[config.mk]
export PLATFORM = sky130hd
export DESIGN_NAME = cbpe_power
export DESIGN_NICKNAME = d
export VERILOG_FILES = /design/src/hdl/cbpe_pkg.sv /design/src/hdl/cbpe_power.sv
export SDC_FILE = /design/constraint.sdc
export NUM_CORES = 2
export LEC_CHECK = 0
export BUFFER_PORTS_ARGS = -buffer_cell sky130_fd_sc_hd__buf_2
export CAP_MARGIN = 10
export CORE_MARGIN = 10
export CORE_UTILIZATION = 35
export CTS_BUF_LIST = sky130_fd_sc_hd__clkbuf_16
export CTS_CLUSTER_DIAMETER = 200
export DETAILED_ROUTE_END_ITERATION = 8
export PLACE_DENSITY = 0.51
export SLEW_MARGIN = 25
export SYNTH_ARGS = -nofsm -noshare
export SYNTH_HDL_FRONTEND = slang
export SYNTH_SLANG_ARGS = --single-unit
[constraint.sdc]
create_clock -name clock -period 13.73 [get_ports clock]
set_input_delay 1.373 -clock clock [delete_from_list [all_inputs] [get_ports clock]]
set_output_delay 1.373 -clock clock [all_outputs]
set_load 0.05 [all_outputs]
[src/hdl/cbpe_pkg.sv]
// Shared constants and types for the cubic Bezier point evaluator.
`default_nettype none

package cbpe_pkg;

   // Field formats
   localparam int COORD_BITS      = 16;
   localparam int PARAM_FRAC_BITS = 16;
   localparam int PARAM_BITS      = PARAM_FRAC_BITS + 2;
   localparam int NUM_POINTS      = 4;
   localparam int NUM_AXES        = 3;
   localparam int POINT_BITS      = NUM_AXES * COORD_BITS;

   // Internal widths
   localparam int T_BITS    = PARAM_FRAC_BITS + 1;        // 0 .. 2^F
   localparam int WGT_BITS  = PARAM_FRAC_BITS + 4;        // signed weights
   localparam int PROD_BITS = WGT_BITS + COORD_BITS;
   localparam int ACC_BITS  = PROD_BITS + 2;              // sum of four products
   localparam int RND_BITS  = ACC_BITS - PARAM_FRAC_BITS; // after the rounding shift

   // Stream widths, padded to whole bytes
   localparam int REQ_DATA_BITS  = ((PARAM_BITS + 7) / 8) * 8;
   localparam int RSP_DATA_BITS  = ((NUM_AXES * COORD_BITS + 7) / 8) * 8;
   localparam int CSR_INDEX_BITS = 2;

   // Register map
   typedef enum logic [CSR_INDEX_BITS-1:0] {
      REG_POINT_ZERO  = 2'd0,
      REG_POINT_ONE   = 2'd1,
      REG_POINT_TWO   = 2'd2,
      REG_POINT_THREE = 2'd3
   } csr_index_type;

   typedef logic [T_BITS-1:0]          t_type;
   typedef logic signed [WGT_BITS-1:0] wgt_type;
   typedef logic [POINT_BITS-1:0]      point_type;

   // Bernstein weights of one item with its valid bit
   typedef struct packed {
      logic    valid;
      wgt_type w0;
      wgt_type w1;
      wgt_type w2;
      wgt_type w3;
   } weight_bus_type;

   // The four control points
   typedef struct packed {
      point_type p0;
      point_type p1;
      point_type p2;
      point_type p3;
   } ctrl_points_type;

endpackage

`default_nettype wire

[src/hdl/cbpe_power.sv]
// Clamp of t, power vector and basis matrix: four pipeline stages to the weights.
`default_nettype none

module cbpe_power (
   input  logic                                 clock,
   input  logic                                 reset,
   input  logic                                 en,
   input  logic                                 in_valid,
   input  logic [cbpe_pkg::PARAM_BITS-1:0]      in_param,
   output cbpe_pkg::weight_bus_type             wgt
);
   import cbpe_pkg::*;

   localparam t_type T_ONE = t_type'(1) << PARAM_FRAC_BITS;
   localparam logic [2*T_BITS-1:0] HALF_SQ = (2*T_BITS)'(1) << (PARAM_FRAC_BITS - 1);
   localparam wgt_type W_ONE = wgt_type'(1) << PARAM_FRAC_BITS;

   logic va_ff, vb_ff, vc_ff, vd_ff;
   t_type t_a_ff, t_a_in;
   t_type t_b_ff, t2_b_ff, t2_b_in;
   t_type t_c_ff, t2_c_ff, t3_c_ff, t3_c_in;
   wgt_type w0_ff, w1_ff, w2_ff, w3_ff;
   wgt_type w0_in, w1_in, w2_in, w3_in;
   wgt_type p1w, p2w, p3w;
   logic [2*T_BITS-1:0] sq, cu;

   // Stage A: clamp t to 0 .. 1
   always_comb begin
      if (in_param[PARAM_BITS-1]) begin
         t_a_in = '0;
      end else if (in_param[PARAM_BITS-2:0] > T_ONE) begin
         t_a_in = T_ONE;
      end else begin
         t_a_in = in_param[T_BITS-1:0];
      end
   end

   // Stage B: t^2, rounded half up
   assign sq      = t_a_ff * t_a_ff + HALF_SQ;
   assign t2_b_in = sq[PARAM_FRAC_BITS +: T_BITS];

   // Stage C: t^3 from t^2 and t
   assign cu      = t2_b_ff * t_b_ff + HALF_SQ;
   assign t3_c_in = cu[PARAM_FRAC_BITS +: T_BITS];

   // Stage D: power vector times basis matrix
   always_comb begin
      p1w   = wgt_type'({{(WGT_BITS-T_BITS){1'b0}}, t_c_ff});
      p2w   = wgt_type'({{(WGT_BITS-T_BITS){1'b0}}, t2_c_ff});
      p3w   = wgt_type'({{(WGT_BITS-T_BITS){1'b0}}, t3_c_ff});
      w0_in = W_ONE - p3w + (p2w <<< 1) + p2w - (p1w <<< 1) - p1w;
      w1_in = (p3w <<< 1) + p3w - (p2w <<< 2) - (p2w <<< 1) + (p1w <<< 1) + p1w;
      w2_in = (p2w <<< 1) + p2w - (p3w <<< 1) - p3w;
      w3_in = p3w;
   end

   // Valid bits
   always_ff @(posedge clock) begin
      if (reset) begin
         va_ff <= 1'b0;
         vb_ff <= 1'b0;
         vc_ff <= 1'b0;
         vd_ff <= 1'b0;
      end else if (en) begin
         va_ff <= in_valid;
         vb_ff <= va_ff;
         vc_ff <= vb_ff;
         vd_ff <= vc_ff;
      end
   end

   // Payload
   always_ff @(posedge clock) begin
      if (en) begin
         t_a_ff  <= t_a_in;
         t_b_ff  <= t_a_ff;
         t2_b_ff <= t2_b_in;
         t_c_ff  <= t_b_ff;
         t2_c_ff <= t2_b_ff;
         t3_c_ff <= t3_c_in;
         w0_ff   <= w0_in;
         w1_ff   <= w1_in;
         w2_ff   <= w2_in;
         w3_ff   <= w3_in;
      end
   end

   assign wgt.valid = vd_ff;
   assign wgt.w0    = w0_ff;
   assign wgt.w1    = w1_ff;
   assign wgt.w2    = w2_ff;
   assign wgt.w3    = w3_ff;

   // Clamped t never exceeds one
   a_clamp: assert property (@(posedge clock) disable iff (reset)
      va_ff |-> (t_a_ff <= T_ONE))
      else $error("clamped parameter above one");

   // Bernstein weights are a partition of unity
   a_unity: assert property (@(posedge clock) disable iff (reset)
      vd_ff |-> (wgt_type'(w0_ff + w1_ff + w2_ff + w3_ff) == W_ONE))
      else $error("weights do not sum to one");

   // A stall freezes the valid bits
   a_hold: assert property (@(posedge clock) disable iff (reset)
      !en |=> $stable({va_ff, vb_ff, vc_ff, vd_ff}))
      else $error("pipeline moved during stall");

endmodule

`default_nettype wire

==> impl_summary.md <==
Timing
Setup repair after global routing left no endpoint under its margin. The smallest clock period supported by the final layout is computed as about 7 ns. The clock skew is 0.01528 ns.

The count of endpoints failing setup in the final report is 0. At the pin with the least slew margin, the transition time is 0.9933 ns. The fraction of the cycle the final worst path needs is 0.5011. Measured against its own limit, the worst slew margin works out to 0.3378. The highest achievable clock rate is approximately 150 MHz. The final max-slew violation count was 0.

The count of final hold-check violations is 0. The summed negative setup slack over all endpoints is 0 ns.

Drt
For this block, wires on met1 add up to around 30,000 um. In this run the top signal layer used is met4. The post-detailed-route via-to-cell ratio is 4.506. The amount of wire on met2 after detailed routing is 32,000 um.

The routed length per placed instance is between 15 and 20 um. The first TritonRoute pass finished after 7 iterations. The routed layout has around 18,000 vias. The count of nets left with antenna violations once routing finished came out at 0. For this run, design rule violations remaining after detail routing come to 0. The first routing iteration left around 800 violations. The detailed-routed wire length on met3 is 1904 um. Wires add up to about 66,000 um.

Floorplanning
between 100 and 150 I/O pins were placed. The vertical die dimension is between 300 and 400 um. The die is 310.8 um wide.

The initialized floorplan defines ~110 standard-cell rows. The die covers 96,620 um^2. For this configuration, the core starts out at a cell density of 0.3532. The total area inside the core boundary comes to about 84,000 um^2.

Flow run
The count of maximum capacitance violations is 0.

Place
Routability-driven placement finished with a final weighted congestion of 0.8078. The final HPWL from detailed placement is 53,700 um. The total of buffers placed on input and output ports is 99.

Global routing
The global router's overall resource usage is 0.1433. The first global-routing pass estimated between 100,000 and 150,000 um of wire. Entering global routing, the biggest net connects between 60 and 70 pins. The initial antenna violation count came to 0.

The via count of the first global-routing pass is just over 20,000. The total overflow left after global routing is 0.

Yosys
For this run, the leading register cell type out of synthesis is edfxtp_1. The share of flip-flops with an asynchronous set or reset is 0. Of the post-synthesis cell area, the dominant cell type holds 0.3800. The number of warning messages in the yosys log is 0.

After synthesis, the netlist uses 67 different library cells. After synthesis, the cell types taking the most area are fa_1 38%, edfxtp_1 18%, ha_1 13%. The synthesized design contains 183 register bits. The synthesized netlist occupies a cell area of approximately 30,000 um^2.

The post-synthesis sequential area ratio is 0.1843. The biggest area contributor in the post-synthesis netlist is fa_1. Yosys mapped a number of flops with a built-in enable equal to ~180. The average instance area after synthesis is ~10 um^2. The number of instances in the synthesized netlist is about 2,900.

Clock network
The post-CTS setup buffer count is 0. The clock tree buffer depth is 2. The root buffer cell chosen for the clock tree is clkbuf_16.

The clock insertion delay at the later pin of the skew report is around 0.50 ns. The CTS clock-pin slew for the worst setup and hold paths is about 0.08 ns. The number of instances resized during post-cts repair is 0. In this run, CTS created clock tree buffers numbering 17.

TritonCTS built the clock tree. The clock tree synthesis step divided the H-tree into 4 levels. The hold-fix buffer count after cts is 0. CTS saw between 150 and 200 sinks.

Finish
The number of antenna diodes in the final layout is 0. The synthesis-to-layout area growth is 7.878%. In the final layout, the share of cells above drive strength 1 is 0.05490. The final layout contains 3,835 nets.

Worst hold path
The worst hold path begins at vd_ff$_SDFFE_PP0P_. The min-delay analysis places its worst path in the category flip-flop to flip-flop. Counting instances, the worst hold path has a depth of 2. For hold timing, the worst endpoint is vd_ff$_SDFFE_PP0P_.

Status
The flow ran to the end, and the final reports show no timing, DRC or antenna violations.

Worst setup path
The data arrival time of the critical path is just over 7 ns. STA classifies the critical path startpoint as a flip-flop. The required time of the critical path is about 14 ns. The critical path startpoint is t_b_ff[3]$_DFFE_PP_. The peak fanout along the critical path is 18. The reg-to-reg critical path endpoint is t3_c_ff[12]$_DFFE_PP_. The setup path with the least slack is of type flip-flop to flip-flop. The worst setup path is captured at a flip-flop. The start of the worst register-to-register path is t_b_ff[3]$_DFFE_PP_. In this run the register-to-register setup slack is 6.85 ns.

The number of cell instances on the worst register-to-register path is 20.
cells in the mapped netlist (4+ instances only):
cell type,n
a211oi_1,6
a21o_1,46
a21oi_1,78
a31oi_1,4
and2_1,237
and3_1,20
buf_4,4
clkbuf_1,57
dfxtp_1,4
edfxtp_1,179
fa_1,562
ha_1,313
inv_1,775
mux2i_1,5
nand2_1,242
nand2b_1,8
nand3_1,16
nand4_1,6
nor2_1,51
nor2b_1,9
nor3_1,12
nor4_1,5
o21a_1,7
o21ai_0,22
o21ai_1,6
o21bai_1,13
or2_2,6
or3_1,7
xnor2_1,79
xor2_1,32
per-layer routing:
metal / vias up / global-route usage
li1: 8836 / -
met1: 9283 / 0.1890
met2: 231 / 0.2461
met3: 57 / 0.01871
met4: 0 / 0.03610
met5: - / 0
layout make-up:
class | count | area (um^2)
sequential | 183 | 5455
clock buffer | 17 | 425.4
fill | 8492 | 51880
multi-input combinational | 1856 | 21000
tap | 1134 | 1419
clock inverter | 15 | 182.7
timing repair buffer | 105 | 549.3
inverter | 775 | 2909
critical path: stages (launching register included):
cell      delay (ns)
edfxtp_1        0.90
nand2_1         0.18
fa_1            0.56
fa_1            0.48
fa_1            0.54
inv_1           0.05
fa_1            0.49
fa_1            0.49
inv_1           0.05
fa_1            0.48
inv_1           0.04
ha_1            0.34
a21oi_1         0.15
o21ai_0         0.08
a21oi_1         0.13
o21ai_0         0.13
nor4_2          0.70
o21ai_2         0.19
a31oi_2         0.32
nor3_1          0.09
o31a_1          0.24
worst max path at each step:
stage                                  endpoint  slack (ns)  depth (start not counted)
after floorplan           t3_c_ff[12]$_DFFE_PP_        7.67                         24
after global placement    t3_c_ff[12]$_DFFE_PP_        6.89                         20
after detailed placement  t3_c_ff[12]$_DFFE_PP_        6.79                         20
after CTS                 t3_c_ff[12]$_DFFE_PP_        6.79                         20
after global routing       t3_c_ff[9]$_DFFE_PP_        6.37                         20
final                     t3_c_ff[12]$_DFFE_PP_        6.85                         20
per-stage QoR:
stage / hold WS (ns) / std cells / util / instance area, um^2 / worst slack, ns
after floorplan: 0.4244 / 2877 / - / 29610 / 7.667
after global placement: 0.4720 / 4053 / 0.3738 / 31330 / 6.892
after detailed placement: 0.4829 / 4053 / 0.3738 / 31330 / 6.791
after CTS: 0.5046 / 4085 / 0.3810 / 31940 / 6.790
after global routing: 0.5392 / 4085 / 0.3810 / 31940 / 6.370
final: 0.4941 / 4085 / 0.3810 / 31940 / 6.849
sequential cells by signal, summed over array words and instances (netlist names):
name,count
t_c_ff,17
t_a_ff,17
t2_b_ff,17
t2_c_ff,17
vd_ff,1
w2_ff,20
t3_c_ff,17
t_b_ff,17
va_ff,1
vc_ff,1
vb_ff,1
w0_ff,20
w3_ff,17
w1_ff,20
cell usage in the layout (no fill, tap or decap), types with 6 or more instances in the layout:
master and n:
o21bai_1 13, fa_1 562, nand2b_1 8, ha_1 313, o21a_1 7, nand4_1 6, o21ai_1 6, or3_1 7
nor2_1 51, inv_1 775, xor2_1 32, a21oi_1 78, xnor2_1 79, clkbuf_16 17, a211oi_1 6, buf_2 98
a21o_1 46, nand3_1 16, and3_1 20, o21ai_0 22, edfxtp_1 179, nor3_1 12, and2_1 237, nand2_1 242
or2_2 6, nor2b_1 9, buf_4 6
kinds of logic after synthesis:
group	Yosys count	synth area share
buffers and inverters	838	0.1068
multiplexers	6	0.002071
XOR/XNOR	111	0.03284
AO/OA/AOI/OAI	231	0.05333
flip-flops	183	0.1843
AND/OR/NAND/NOR	630	0.1083
adder cells (fa/ha/maj)	875	0.5123
other	1	0.0001267
Power is not shown: default switching activity piles up to over one toggle a cycle in this logic, so the estimate is an artifact.
